<file path="src/design/lpps_pkg.sv">
// ============================================================================
// lpps_pkg: shared types and constants for the line position steering block
// Holds the register map, the configuration bundle and the fixed thresholds.
// ============================================================================
package lpps_pkg;

  // Configuration port geometry.
  localparam int ADDR_BITS = 5;
  localparam int DATA_BITS = 32;
  localparam int INDEX_BITS = 3;

  // Register indexes, byte address is four times the index.
  localparam logic [INDEX_BITS-1:0] REG_GAIN_P   = 3'd0;
  localparam logic [INDEX_BITS-1:0] REG_GAIN_I   = 3'd1;
  localparam logic [INDEX_BITS-1:0] REG_GAIN_D   = 3'd2;
  localparam logic [INDEX_BITS-1:0] REG_DUTY_NOM = 3'd3;
  localparam logic [INDEX_BITS-1:0] REG_DUTY_LO  = 3'd4;
  localparam logic [INDEX_BITS-1:0] REG_DUTY_HI  = 3'd5;

  localparam int GAIN_BITS = 16;
  localparam int PCT_BITS = 7;
  localparam int DUTY_BITS = 15;

  localparam logic [PCT_BITS-1:0] RESET_DUTY_NOM = 7'd56;
  localparam logic [PCT_BITS-1:0] RESET_DUTY_LO  = 7'd46;
  localparam logic [PCT_BITS-1:0] RESET_DUTY_HI  = 7'd66;

  // Sensor thresholds and control constants.
  localparam int MARGIN_BLACK = 400;
  localparam int MARGIN_WHITE = 2000;
  localparam int INTEGRAL_LIMIT = 30;
  localparam int ERROR_SCALE = 10;
  localparam int LOST_ERROR_X10 = 25;
  // The inverted map scales 0..1600 onto 0..1000, which is exactly 5/8.
  localparam int MAP_SHIFT = 3;

  typedef struct packed {
    logic [GAIN_BITS-1:0] gain_proportional;
    logic [GAIN_BITS-1:0] gain_integral;
    logic [GAIN_BITS-1:0] gain_derivative;
    logic [PCT_BITS-1:0]  duty_nominal;
    logic [PCT_BITS-1:0]  duty_floor;
    logic [PCT_BITS-1:0]  duty_ceiling;
  } cfg_t;

endpackage

</file>
<file path="src/design/lpps_cfg.sv">
// ============================================================================
// lpps_cfg: configuration register file
// APB-style write and read access to the gains and the duty limits.
// ============================================================================
module lpps_cfg
  import lpps_pkg::*;
(
  input  logic                 clk,
  input  logic                 rst,
  input  logic                 psel,
  input  logic                 penable,
  input  logic                 pwrite,
  input  logic [ADDR_BITS-1:0] paddr,
  input  logic [DATA_BITS-1:0] pwdata,
  output logic [DATA_BITS-1:0] prdata,
  output logic                 pready,
  output cfg_t                 cfg
);

  logic [INDEX_BITS-1:0] index;
  logic                  wr_en;

  assign index  = paddr[ADDR_BITS-1:2];
  assign wr_en  = psel & penable & pwrite;
  assign pready = 1'b1;

  always_ff @(posedge clk) begin
    if (rst) begin
      cfg.gain_proportional <= '0;
      cfg.gain_integral     <= '0;
      cfg.gain_derivative   <= '0;
      cfg.duty_nominal      <= RESET_DUTY_NOM;
      cfg.duty_floor        <= RESET_DUTY_LO;
      cfg.duty_ceiling      <= RESET_DUTY_HI;
    end else if (wr_en) begin
      unique case (index)
        REG_GAIN_P:   cfg.gain_proportional <= pwdata[GAIN_BITS-1:0];
        REG_GAIN_I:   cfg.gain_integral     <= pwdata[GAIN_BITS-1:0];
        REG_GAIN_D:   cfg.gain_derivative   <= pwdata[GAIN_BITS-1:0];
        REG_DUTY_NOM: cfg.duty_nominal      <= pwdata[PCT_BITS-1:0];
        REG_DUTY_LO:  cfg.duty_floor        <= pwdata[PCT_BITS-1:0];
        REG_DUTY_HI:  cfg.duty_ceiling      <= pwdata[PCT_BITS-1:0];
        default: ;
      endcase
    end
  end

  always_comb begin
    unique case (index)
      REG_GAIN_P:   prdata = DATA_BITS'(cfg.gain_proportional);
      REG_GAIN_I:   prdata = DATA_BITS'(cfg.gain_integral);
      REG_GAIN_D:   prdata = DATA_BITS'(cfg.gain_derivative);
      REG_DUTY_NOM: prdata = DATA_BITS'(cfg.duty_nominal);
      REG_DUTY_LO:  prdata = DATA_BITS'(cfg.duty_floor);
      REG_DUTY_HI:  prdata = DATA_BITS'(cfg.duty_ceiling);
      default:      prdata = '0;
    endcase
  end

endmodule

</file>
<file path="src/design/lpps_div.sv">
// ============================================================================
// lpps_div: bit-serial unsigned divider
// Restoring division that produces one quotient bit per clock cycle.
// ============================================================================
module lpps_div
  import lpps_pkg::*;
#(
  parameter int SENSOR_BITS = 12,
  parameter int FRAC_BITS = 8
) (
  input  logic                                     clk,
  input  logic                                     rst,
  input  logic                                     start,
  input  logic [SENSOR_BITS+8+FRAC_BITS-1:0]       dividend,
  input  logic [SENSOR_BITS+2-1:0]                 divisor,
  output logic [FRAC_BITS+6-1:0]                   quotient,
  output logic                                     done
);

  localparam int SW = SENSOR_BITS + 2;
  localparam int QW = FRAC_BITS + 6;
  localparam int DW = SENSOR_BITS + 8 + FRAC_BITS;
  localparam int CW = $clog2(QW + 1);

  // The quotient is known to fit in QW bits, so the upper dividend bits are
  // already below the divisor and start out as the partial remainder.
  logic [SW-1:0] rem;
  logic [QW-1:0] qsh;
  logic [CW-1:0] cnt;
  logic          busy;
  logic [SW:0]   trial;
  logic          take;

  assign trial    = {rem, qsh[QW-1]} - {1'b0, divisor};
  assign take     = ~trial[SW];
  assign quotient = qsh;

  always_ff @(posedge clk) begin
    if (rst) begin
      busy <= 1'b0;
      done <= 1'b0;
      cnt  <= '0;
    end else begin
      done <= !start && busy && (cnt == CW'(1));
      if (start) begin
        busy <= 1'b1;
        cnt  <= CW'(QW);
      end else if (busy) begin
        cnt <= cnt - CW'(1);
        if (cnt == CW'(1)) begin
          busy <= 1'b0;
        end
      end
    end
  end

  always_ff @(posedge clk) begin
    if (start) begin
      rem <= dividend[DW-1:QW];
      qsh <= dividend[QW-1:0];
    end else if (busy) begin
      if (take) begin
        rem <= trial[SW-1:0];
      end else begin
        rem <= {rem[SW-2:0], qsh[QW-1]};
      end
      qsh <= {qsh[QW-2:0], take};
    end
  end

endmodule

</file>
<file path="src/design/lpps_mac.sv">
// ============================================================================
// lpps_mac: bit-serial PID multiply-accumulate
// Walks the three gains most significant bit first, one bit per cycle.
// ============================================================================
module lpps_mac
  import lpps_pkg::*;
#(
  parameter int FRAC_BITS = 8
) (
  input  logic                              clk,
  input  logic                              rst,
  input  logic                              start,
  input  cfg_t                              cfg,
  input  logic signed [FRAC_BITS+7-1:0]     err,
  input  logic signed [FRAC_BITS+7-1:0]     integ,
  input  logic signed [FRAC_BITS+8-1:0]     diff,
  output logic signed [FRAC_BITS+26-1:0]    acc,
  output logic                              done
);

  localparam int AW = FRAC_BITS + 26;
  localparam int BW = $clog2(GAIN_BITS);

  logic [BW-1:0]        bit_idx;
  logic                 busy;
  logic signed [AW-1:0] t_p;
  logic signed [AW-1:0] t_i;
  logic signed [AW-1:0] t_d;

  always_comb begin
    t_p = cfg.gain_proportional[bit_idx] ? AW'(err) : '0;
    t_i = cfg.gain_integral[bit_idx] ? AW'(integ) : '0;
    t_d = cfg.gain_derivative[bit_idx] ? AW'(diff) : '0;
  end

  always_ff @(posedge clk) begin
    if (rst) begin
      busy    <= 1'b0;
      done    <= 1'b0;
      bit_idx <= '0;
    end else begin
      done <= !start && busy && (bit_idx == '0);
      if (start) begin
        busy    <= 1'b1;
        bit_idx <= BW'(GAIN_BITS - 1);
      end else if (busy) begin
        bit_idx <= bit_idx - BW'(1);
        if (bit_idx == '0) begin
          busy <= 1'b0;
        end
      end
    end
  end

  always_ff @(posedge clk) begin
    if (start) begin
      acc <= '0;
    end else if (busy) begin
      acc <= (acc <<< 1) + t_p + t_i + t_d;
    end
  end

endmodule

</file>
<file path="src/design/line_position_pid_steering.sv">
// ============================================================================
// line_position_pid_steering: line follower steering controller
// Weighted-average line position from four sensors, PID correction, duties.
// ============================================================================
// Each request carries four sensor samples of one control tick and yields one
// result with the left and right motor duty cycles in Q8.8 percent, plus flags
// for the inverted line pattern and for a lost line. The block handles one
// request at a time. The time from acceptance to a valid result is set by
// the bit-serial divider, which forms the line position bit by bit, and by
// the bit-serial multiply-accumulate, which walks the gain bits in turn.
// When the line is lost or the sensor sum is zero the divider is skipped and
// the request finishes sooner. A finished result sits in an output register,
// so a new request is accepted as soon as the result has been loaded there,
// even if it is still waiting to be taken. Gains and duty limits are written
// through the APB-style port at byte addresses 0, 4, 8, 12, 16 and 20 and
// should only change while the block is idle.
module line_position_pid_steering
  import lpps_pkg::*;
#(
  parameter int SENSOR_BITS = 12,
  parameter int FRAC_BITS = 8
) (
  input  logic                   clk,
  input  logic                   rst,
  // Configuration port.
  input  logic                   psel,
  input  logic                   penable,
  input  logic                   pwrite,
  input  logic [ADDR_BITS-1:0]   paddr,
  input  logic [DATA_BITS-1:0]   pwdata,
  output logic [DATA_BITS-1:0]   prdata,
  output logic                   pready,
  // Request channel.
  input  logic                   in_valid,
  output logic                   in_ready,
  input  logic [SENSOR_BITS-1:0] sensor_a,
  input  logic [SENSOR_BITS-1:0] sensor_b,
  input  logic [SENSOR_BITS-1:0] sensor_c,
  input  logic [SENSOR_BITS-1:0] sensor_d,
  // Result channel.
  output logic                   out_valid,
  input  logic                   out_ready,
  output logic [DUTY_BITS-1:0]   left_duty,
  output logic [DUTY_BITS-1:0]   right_duty,
  output logic                   inverted_seen,
  output logic                   line_lost
);

  // Sample width wide enough to compare against the 2000 threshold.
  localparam int XW = (SENSOR_BITS > 11) ? SENSOR_BITS : 11;
  // Signed weighted sum, plain sum and divider widths.
  localparam int WW = SENSOR_BITS + 5;
  localparam int SW = SENSOR_BITS + 2;
  localparam int MW = SENSOR_BITS + 8;
  localparam int DW = MW + FRAC_BITS;
  localparam int QW = FRAC_BITS + 6;
  // Error and integral, and the wider difference and integral sum.
  localparam int EW = FRAC_BITS + 7;
  localparam int IW = FRAC_BITS + 8;
  // Accumulator of the PID sum.
  localparam int AW = FRAC_BITS + 26;
  // Conversion of Q.FRAC_BITS to Q8.8.
  localparam int SHR = (FRAC_BITS > 8) ? FRAC_BITS - 8 : 0;
  localparam int SHL = (FRAC_BITS < 8) ? 8 - FRAC_BITS : 0;

  localparam logic signed [EW-1:0] LOST_POS = EW'(LOST_ERROR_X10 << FRAC_BITS);
  localparam logic signed [EW-1:0] LOST_NEG = -LOST_POS;
  localparam logic signed [IW-1:0] ILIM_POS = IW'(INTEGRAL_LIMIT << FRAC_BITS);
  localparam logic signed [IW-1:0] ILIM_NEG = -ILIM_POS;

  localparam logic [2:0] S_IDLE = 3'd0;
  localparam logic [2:0] S_MAP  = 3'd1;
  localparam logic [2:0] S_SUM  = 3'd2;
  localparam logic [2:0] S_DIV  = 3'd3;
  localparam logic [2:0] S_UPD  = 3'd4;
  localparam logic [2:0] S_MAC  = 3'd5;
  localparam logic [2:0] S_CORR = 3'd6;
  localparam logic [2:0] S_FIN  = 3'd7;

  cfg_t cfg;

  logic [2:0] state;

  // Request samples as accepted, then as used by the position estimate.
  logic [SENSOR_BITS-1:0] s_raw [4];
  logic [XW-1:0]          s_use [4];
  logic                   inv;
  logic                   lost;

  // Front-end combinational results.
  logic [XW-1:0]     sx [4];
  logic [XW-1:0]     sclamp [4];
  logic [XW-1:0]     soff [4];
  logic [12:0]       smul5 [4];
  logic [XW-1:0]     smap [4];
  logic              inv_now;
  logic              lost_now;
  logic signed [WW-1:0] wa;
  logic signed [WW-1:0] wb;
  logic signed [WW-1:0] wc;
  logic signed [WW-1:0] wd;
  logic signed [WW-1:0] wsum;
  logic [WW-1:0]        sum_full;
  logic [SW-1:0]        sum_now;
  logic [WW-1:0]        wmag_full;
  logic [MW-1:0]        wmag10;

  // Divider interface.
  logic            div_go;
  logic [DW-1:0]   dividend;
  logic [SW-1:0]   divisor;
  logic            quo_neg;
  logic [QW-1:0]   quotient;
  logic            div_done;

  // Controller state and PID operands.
  logic signed [EW-1:0] err;
  logic signed [EW-1:0] last_error;
  logic signed [EW-1:0] error_integral;
  logic signed [IW-1:0] diff;
  logic signed [IW-1:0] isum;
  logic signed [IW-1:0] iclamp;
  logic signed [EW-1:0] quo_signed;

  logic                 mac_go;
  logic signed [AW-1:0] acc;
  logic                 mac_done;

  // Duty computation.
  logic signed [AW-1:0] corr;
  logic signed [AW-1:0] nom;
  logic signed [AW-1:0] duty_lo;
  logic signed [AW-1:0] duty_hi;
  logic signed [AW-1:0] left_raw;
  logic signed [AW-1:0] right_raw;

  function automatic logic [DUTY_BITS-1:0] clamp_to_q88(
    input logic signed [AW-1:0] v,
    input logic signed [AW-1:0] lo,
    input logic signed [AW-1:0] hi
  );
    logic signed [AW-1:0] c;
    logic [AW-1:0]        u;
    c = v;
    if (v < lo) begin
      c = lo;
    end else if (v > hi) begin
      c = hi;
    end
    u = (c < 0) ? '0 : AW'(c);
    u = (u >> SHR) << SHL;
    return u[DUTY_BITS-1:0];
  endfunction

  lpps_cfg u_cfg (
    .clk     (clk),
    .rst     (rst),
    .psel    (psel),
    .penable (penable),
    .pwrite  (pwrite),
    .paddr   (paddr),
    .pwdata  (pwdata),
    .prdata  (prdata),
    .pready  (pready),
    .cfg     (cfg)
  );

  lpps_div #(
    .SENSOR_BITS (SENSOR_BITS),
    .FRAC_BITS   (FRAC_BITS)
  ) u_div (
    .clk      (clk),
    .rst      (rst),
    .start    (div_go),
    .dividend (dividend),
    .divisor  (divisor),
    .quotient (quotient),
    .done     (div_done)
  );

  lpps_mac #(
    .FRAC_BITS (FRAC_BITS)
  ) u_mac (
    .clk   (clk),
    .rst   (rst),
    .start (mac_go),
    .cfg   (cfg),
    .err   (err),
    .integ (error_integral),
    .diff  (diff),
    .acc   (acc),
    .done  (mac_done)
  );

  assign in_ready = (state == S_IDLE);

  // Inverted pattern detection and the clamp-and-map of every sample. The
  // mapping (s - 400) * 1000 / 1600 reduces to (s - 400) * 5 >> 3.
  always_comb begin
    for (int i = 0; i < 4; i++) begin
      sx[i] = XW'(s_raw[i]);
      if (sx[i] < XW'(MARGIN_BLACK)) begin
        sclamp[i] = XW'(MARGIN_BLACK);
      end else if (sx[i] > XW'(MARGIN_WHITE)) begin
        sclamp[i] = XW'(MARGIN_WHITE);
      end else begin
        sclamp[i] = sx[i];
      end
      soff[i]  = sclamp[i] - XW'(MARGIN_BLACK);
      smul5[i] = {soff[i][10:0], 2'b00} + 13'(soff[i][10:0]);
      smap[i]  = XW'(smul5[i][12:MAP_SHIFT]);
    end
    inv_now = (sx[0] > XW'(MARGIN_WHITE)) && (sx[1] < XW'(MARGIN_WHITE)) &&
              (sx[2] < XW'(MARGIN_WHITE)) && (sx[3] > XW'(MARGIN_WHITE));
    lost_now = 1'b1;
    for (int i = 0; i < 4; i++) begin
      if ((inv_now ? smap[i] : sx[i]) > XW'(MARGIN_BLACK)) begin
        lost_now = 1'b0;
      end
    end
  end

  // Weighted sum with weights 3,1,-1,-3, or -2,-5,5,2 in inverted mode.
  always_comb begin
    wa = signed'(WW'(s_use[0]));
    wb = signed'(WW'(s_use[1]));
    wc = signed'(WW'(s_use[2]));
    wd = signed'(WW'(s_use[3]));
    if (inv) begin
      wsum = ((wd - wa) <<< 1) + ((wc - wb) <<< 2) + (wc - wb);
    end else begin
      wsum = ((wa - wd) <<< 1) + (wa - wd) + (wb - wc);
    end
    sum_full  = WW'(s_use[0]) + WW'(s_use[1]) + WW'(s_use[2]) + WW'(s_use[3]);
    sum_now   = sum_full[SW-1:0];
    wmag_full = (wsum < 0) ? WW'(-wsum) : WW'(wsum);
    wmag10    = {wmag_full[MW-5:0], 3'b000} + MW'({wmag_full[MW-5:0], 1'b0});
  end

  // Signed quotient, and the integral update with its symmetric clamp.
  always_comb begin
    quo_signed = quo_neg ? -signed'(EW'(quotient)) : signed'(EW'(quotient));
    isum       = IW'(error_integral) + IW'(err);
    if (isum < ILIM_NEG) begin
      iclamp = ILIM_NEG;
    end else if (isum > ILIM_POS) begin
      iclamp = ILIM_POS;
    end else begin
      iclamp = isum;
    end
  end

  // Duty limits in Q.FRAC_BITS; the correction is the PID sum shifted right by 8 bits, floored.
  always_comb begin
    corr    = acc >>> 8;
    nom     = signed'(AW'({cfg.duty_nominal, {FRAC_BITS{1'b0}}}));
    duty_lo = signed'(AW'({cfg.duty_floor, {FRAC_BITS{1'b0}}}));
    duty_hi = signed'(AW'({cfg.duty_ceiling, {FRAC_BITS{1'b0}}}));
  end

  // Sequencer and control state.
  always_ff @(posedge clk) begin
    if (rst) begin
      state          <= S_IDLE;
      div_go         <= 1'b0;
      mac_go         <= 1'b0;
      out_valid      <= 1'b0;
      last_error     <= '0;
      error_integral <= '0;
    end else begin
      div_go <= (state == S_SUM) && !(lost || (sum_now == '0));
      mac_go <= (state == S_UPD);
      // The output register frees up in the same cycle it is taken.
      if ((state == S_FIN) && (!out_valid || out_ready)) begin
        out_valid <= 1'b1;
      end else if (out_valid && out_ready) begin
        out_valid <= 1'b0;
      end
      unique case (state)
        S_IDLE: begin
          if (in_valid) begin
            state <= S_MAP;
          end
        end
        S_MAP: begin
          state <= S_SUM;
        end
        S_SUM: begin
          if (lost || (sum_now == '0)) begin
            state <= S_UPD;
          end else begin
            state <= S_DIV;
          end
        end
        S_DIV: begin
          if (div_done) begin
            state <= S_UPD;
          end
        end
        S_UPD: begin
          error_integral <= iclamp[EW-1:0];
          last_error     <= err;
          state          <= S_MAC;
        end
        S_MAC: begin
          if (mac_done) begin
            state <= S_CORR;
          end
        end
        S_CORR: begin
          state <= S_FIN;
        end
        S_FIN: begin
          if (!out_valid || out_ready) begin
            state <= S_IDLE;
          end
        end
        default: begin
          state <= S_IDLE;
        end
      endcase
    end
  end

  // Datapath registers.
  always_ff @(posedge clk) begin
    if ((state == S_IDLE) && in_valid) begin
      s_raw[0] <= sensor_a;
      s_raw[1] <= sensor_b;
      s_raw[2] <= sensor_c;
      s_raw[3] <= sensor_d;
    end
    if (state == S_MAP) begin
      for (int i = 0; i < 4; i++) begin
        s_use[i] <= inv_now ? smap[i] : sx[i];
      end
      inv  <= inv_now;
      lost <= lost_now;
    end
    if (state == S_SUM) begin
      dividend <= {wmag10, {FRAC_BITS{1'b0}}};
      divisor  <= sum_now;
      quo_neg  <= (wsum < 0);
      if (lost) begin
        err <= (last_error > 0) ? LOST_POS : LOST_NEG;
      end else begin
        err <= '0;
      end
    end
    if ((state == S_DIV) && div_done) begin
      err <= quo_signed;
    end
    if (state == S_UPD) begin
      diff <= IW'(err) - IW'(last_error);
    end
    if (state == S_CORR) begin
      left_raw  <= nom - corr;
      right_raw <= nom + corr;
    end
    if ((state == S_FIN) && (!out_valid || out_ready)) begin
      left_duty     <= clamp_to_q88(left_raw, duty_lo, duty_hi);
      right_duty    <= clamp_to_q88(right_raw, duty_lo, duty_hi);
      inverted_seen <= inv;
      line_lost     <= lost;
    end
  end

endmodule
</file>
<file path="config.mk">
export PLATFORM = sky130hd
export DESIGN_NAME = line_position_pid_steering
export DESIGN_NICKNAME = d
export VERILOG_FILES = /design/src/design/lpps_pkg.sv /design/src/design/lpps_cfg.sv /design/src/design/lpps_div.sv /design/src/design/lpps_mac.sv /design/src/design/line_position_pid_steering.sv
export SDC_FILE = /design/constraint.sdc
export NUM_CORES = 1
export LEC_CHECK = 0
export ABC_AREA = 1
export BUFFER_PORTS_ARGS = -buffer_cell sky130_fd_sc_hd__buf_4
export CORE_MARGIN = 1.5
export CORE_UTILIZATION = 30
export DETAILED_ROUTE_END_ITERATION = 8
export GPL_TIMING_DRIVEN = 0
export PLACE_DENSITY_LB_ADDON = 0.12
export SYNTH_ARGS = -nofsm -noshare
export SYNTH_HDL_FRONTEND = slang
export SYNTH_SLANG_ARGS = --single-unit
</file>
<file path="constraint.sdc">
create_clock -name clk -period 7.8 [get_ports clk]
set_clock_uncertainty 0.1 [all_clocks]
set_input_delay 0.78 -clock clk [delete_from_list [all_inputs] [get_ports clk]]
set_output_delay 0.78 -clock clk [all_outputs]
set_load 0.01 [all_outputs]
</file>
* Word-level counts from Yosys, hierarchy flattened *
Memory sizes are Yosys's and may differ from the RTL's.
Index checks and enable logic that the tools add are counted.

operators by class
  add/sub/neg operators = 32
  magnitude comparators = 25
  equality and inequality tests = 17
  multiplexer cells = 65
  bitwise gates (word level) = 3
  reductions and logical operators = 35

operator list
  kind                     count
  $mux W34                 9
  $mux W15                 7
  $add A34 B34 Y34         3
  $pmux W16 S6             1
  $mux W11                 8
  $mux W14                 5
  $gt A34 B16 Y1           2
  $lt A34 B1 Y1 const B    2
  $lt A34 B16 Y1           2
  $add A13 B11 Y13         4
  $sub A12 B12 Y13         4
  $gt A12 B11 Y1 const B   4
  $gt A12 B9 Y1 const B    4
  $lt A12 B9 Y1 const B    4
  $mux W12                 4
  $sub A11 B9 Y11 const B  4
  $add A16 B26 Y27         1
  $sub A16 B26 Y27         1
  $lt A12 B11 Y1 const B   2
  $pmux W3 S8              1
  $add A19 B17 Y20         1
  $eq A3 B3 Y1 const B     6
  $add A16 B13 Y17         1
  $lt A17 B1 Y1 const B    1
  other kinds (40)         96

word-level totals
  register bits = 347
  memory bits (writable) = 96
  input port bits = 92
  output and inout bits = 67
  word-level logic and storage cells = 215
  memories = 2

memories
  name   depth  bits a word  rd ports  clocked after Yosys merged registers in  write ports  RTL line                          text
  s_raw  4      12           4         0                                        4            line_position_pid_steering.sv:85  logic [SENSOR_BITS-1:0] s_raw [4];
  s_use  4      12           4         0                                        4            line_position_pid_steering.sv:86  logic [XW-1:0] s_use [4];

* Depth between registers and ports, before layout *
An unclocked memory read counts as a cell.

  depth in word-level cells = 9
  gate-level depth with buffers = 43
  depth with buffers taken out = 41

* Hierarchy *
Synthesis repeated with hierarchy kept, for this count alone.

unflattened totals
  cell total of the unflattened synthesis = 4755
  area, all modules = 35501.5 µm²

by module, submodules not included
  module                      instances  cells an instance  area each (µm²)
  line_position_pid_steering  1          2902               23231.0
  lpps_mac                    1          915                5948.2
  lpps_cfg                    1          548                3601.0
  lpps_div                    1          390                2721.4

* Worst setup path after synthesis *
No wires, ideal clock.

  path type = register -> register
  from = memory s_use[1][2] (netlist bit)
  to = register dividend[26], data pin
  setup time = 0.259 ns
  arrival = 5.799 ns
  data required time = 7.441 ns
  slack = 1.642 ns
  stages on the path, launching flop included = 39
  period minus slack after synthesis = 6.158 ns
  cells stage by stage = edfxtp_1 ha_1 clkbuf_1 nand2_1 nor2_1 a21oi_1 nor2_1 nor2_1 o21ai_0 xor2_1 inv_1 fa_1 ha_1 nand2_2 inv_1 a21oi_2 inv_1 a21oi_1 (+3 left out) nand2_2 inv_2 buf_6 nand2_1 xor2_1 inv_1 ha_1 nand2_1 inv_1 a21oi_1 o21ai_1 a21boi_0 o21bai_1 a21oi_1 o21ai_1 a21oi_1 nor2_1 xor2_1

RTL lines
  element               RTL line                           text
  start, declared       line_position_pid_steering.sv:86
  end signal, assigned  line_position_pid_steering.sv:341  dividend <= {wmag10, {FRAC_BITS{1'b0}}};
  end, declared         line_position_pid_steering.sv:110  logic [DW-1:0] dividend;

==> impl_metrics.ini <==
[synthesis]
synth_flop_cell = edfxtp_1
ys_ff_latch = 427
async_flop_share = 0
synthCells = 4171
avgSynthCellArea_um2 = 7.893
ys_seq_area_frac = 0.3436
synth_cell_types = 69
syn_area_mm2 = 0.03292
synth_warnings = 0
synth_edf_count = 276

[die]
die_y_um = 334.3
num_io_pins = 159
die_area_mm2 = 0.1117
start_util = 0.3025
fp.coreArea_mm2 = 0.1089
row_count = 121
die_w_um = 334.3

[detailed_routing]
drt-total-wl_um = 102000
wl_met1_um = 47590
wl_met3_um = 4710
wire_per_inst_um = 17.50
drt-initial-drc-count = 1612
viasPerCell = 4.748
firstDrtPassIters = 5
drc = 0
ant_nets = 0
num_vias = 27659
met2_length_um = 47640
top_layer_used = met5

[place]
pre_cts_ws_ps = 322.8
gp_congestion = 0.8707
dp_hpwl_um = 84040
placed_area_mm2 = 0.03583
portBuffers = 123

[clock_tree]
cts_setup_buffers = 0
ctsResizeCount = 0
cts_buffers = 53
htreeDepth = 2
clock_sinks = 427
clockBufferDepth = 3
clk_pin_slew_ps = 60
root_buffer = clkbuf_16
cts_tree = yes
cts-hold-fix-buffers = 0
clock_latency_ps = 640

[grt]
globalRouteOverflowTotal = 0
grt_pass1_wl_um = 159000
antenna_found_initial = 9
gr-usage-all-layers = 0.1827
grt_pass1_vias = 27281
grt_max_degree = 36

[setup_path]
crit_top_cell = nand2_1
r2r-start = s_use[1][2]
cp-end-kind = flop
cp_slowest_stage_delay_ps = 500
arrival_ps = 7490
regToRegSetupSlack_ps = 590
timing.rr.end = dividend[25]
cp-endpoint = dividend[25]
cp_slowest_cell = edfxtp_1
setup.worst_path.start = s_use[1][2]
critPathMaxFanout = 10
rr_worst_depth = 41
critPathKind = reg2reg
required_ps = 8080
cp-start-kind = flop

[finish]
synthToLayoutAreaGrowth_pct = 14.39
fin_nets = 4835
layout-drive-gt1-share = 0.08592
post-route-util = 0.3460
final_cell_area_mm2 = 0.03766

[outcome]
status = completed

[timing]
rsz0062_at_grt = true
tns_ps = 0
setup_viol = 0
slew_violations = 0
hold_viol = 0
period_share = 0.9249
slew_headroom = 0.3530
period_minus_slack_ps = 7214
worstMarginPinSlew_ps = 963.1
fin_ws_ps = 585.9
fmax_mhz = 138.6

[min_path]
hold_class = in2reg

[flow_run]
max_cap_violations = 0
==> cells in the mapped netlist (8+ instances only) <==
library cell / count / area share
o22ai_1: 24 / 0.0046
o21ai_1: 28 / 0.0043
nor3_1: 51 / 0.0078
o21a_1: 17 / 0.0039
a21oi_1: 322 / 0.049
nand3_1: 226 / 0.034
nand4_1: 39 / 0.0074
a221oi_1: 12 / 0.0032
o21ai_2: 12 / 0.0032
xnor2_1: 44 / 0.012
o21ai_0: 275 / 0.042
xor2_1: 137 / 0.036
o211ai_1: 22 / 0.0050
buf_4: 19 / 0.0043
a31oi_1: 14 / 0.0027
nand2_1: 783 / 0.089
nor2_1: 388 / 0.044
edfxtp_1: 276 / 0.25
o31ai_1: 12 / 0.0027
inv_2: 24 / 0.0027
buf_6: 8 / 0.0027
buf_2: 10 / 0.0015
inv_1: 647 / 0.074
a21o_1: 12 / 0.0027
o21bai_1: 13 / 0.0030
nor2_2: 10 / 0.0019
ha_1: 265 / 0.10
dfxtp_1: 151 / 0.092
nand3_2: 19 / 0.0058
nor4_1: 22 / 0.0042
clkbuf_1: 75 / 0.0086
fa_1: 110 / 0.067
nand2_2: 13 / 0.0025
or2_2: 8 / 0.0015
==> worst min-delay path by stage <==
stage                              from       endpoint  depth (start not counted)
final                       sensor_a[9]    s_raw[0][9]                          1
after global routing        sensor_b[5]    s_raw[1][5]                          1
after CTS                   sensor_a[9]    s_raw[0][9]                          1
after detailed placement  u_cfg.cfg[22]  u_cfg.cfg[22]                          2
after global placement     u_div.cnt[3]   u_div.cnt[3]                          2
after floorplan                     inv  inverted_seen                          0
==> state kept, by name (all words and copies together) (netlist names), 14 cells and up <==
name / flops
u_div.rem: 14
error_integral: 15
err: 15
right_duty: 15
left_raw: 27
divisor: 14
s_use: 48
dividend: 19
diff: 16
s_raw: 48
u_mac.acc: 34
last_error: 15
u_cfg.cfg: 69
left_duty: 15
u_div.quotient: 14
right_raw: 26
==> kinds of logic (layout without fill, tap and decap cells) <==
kind of cell	after synthesis	count (layout)	share of synthesized area
buffers and inverters	790	1015	0.09459
AOI/OAI and AO/OA	809	809	0.1386
and+or+nand+nor	1584	1584	0.2056
xor gates and xnor gates	183	183	0.04914
muxes	1	1	0.0006840
DFF	427	427	0.3436
other	2	18	0.0002281
adders and majority gates	375	375	0.1676
==> cell type report <==
type | count | area [um2]
Fill cell | 11540 | 71190
Multi-Input combinational cell | 2969 | 18630
Sequential cell | 427 | 11310
Inverter | 675 | 2539
Tap cell | 1414 | 1769
Clock buffer | 69 | 1448
Timing Repair Buffer | 131 | 1049
Buffer | 111 | 561.8
Clock inverter | 29 | 352.8
Antenna cell | 1 | 2.502
==> per-stage QoR <==
stage	cells	hold WS [ps]
final	5826	216.8
after CTS	5829	154.2
after floorplan	4186	327.7
after global placement	5723	368.0
after global routing	5825	179.3
after detailed placement	5731	372.1
==> worst max-delay path: cells and delay by family, from the launching register on <==
family | cells | cell delay (ps)
AO/OA/AOI/OAI | 12 | 1920
adder cells (fa/ha/maj) | 4 | 1700
AND/OR/NAND/NOR | 17 | 1570
XOR/XNOR | 2 | 590
buffers and inverters | 6 | 540
flip-flops | 1 | 500
==> routing by layer <==
layer	up-vias	GRT usage
met5	-	0
li1	14163	-
met2	478	0.3101
met1	12894	0.2422
met3	114	0.02806
met4	10	0.04420
==> cells in the final DEF, fill, tap and decap left out, types with 142 or more instances in the layout <==
cell type	count
buf_4	142
nor2_1	384
a21oi_1	321
dfxtp_1	151
nand3_1	226
nand2_1	782
inv_1	647
o21ai_0	274
edfxtp_1	276
ha_1	263
Power is left out: the tool's default activity adds up to more than one toggle a clock period on the data nets, which glitch-free logic cannot reach.
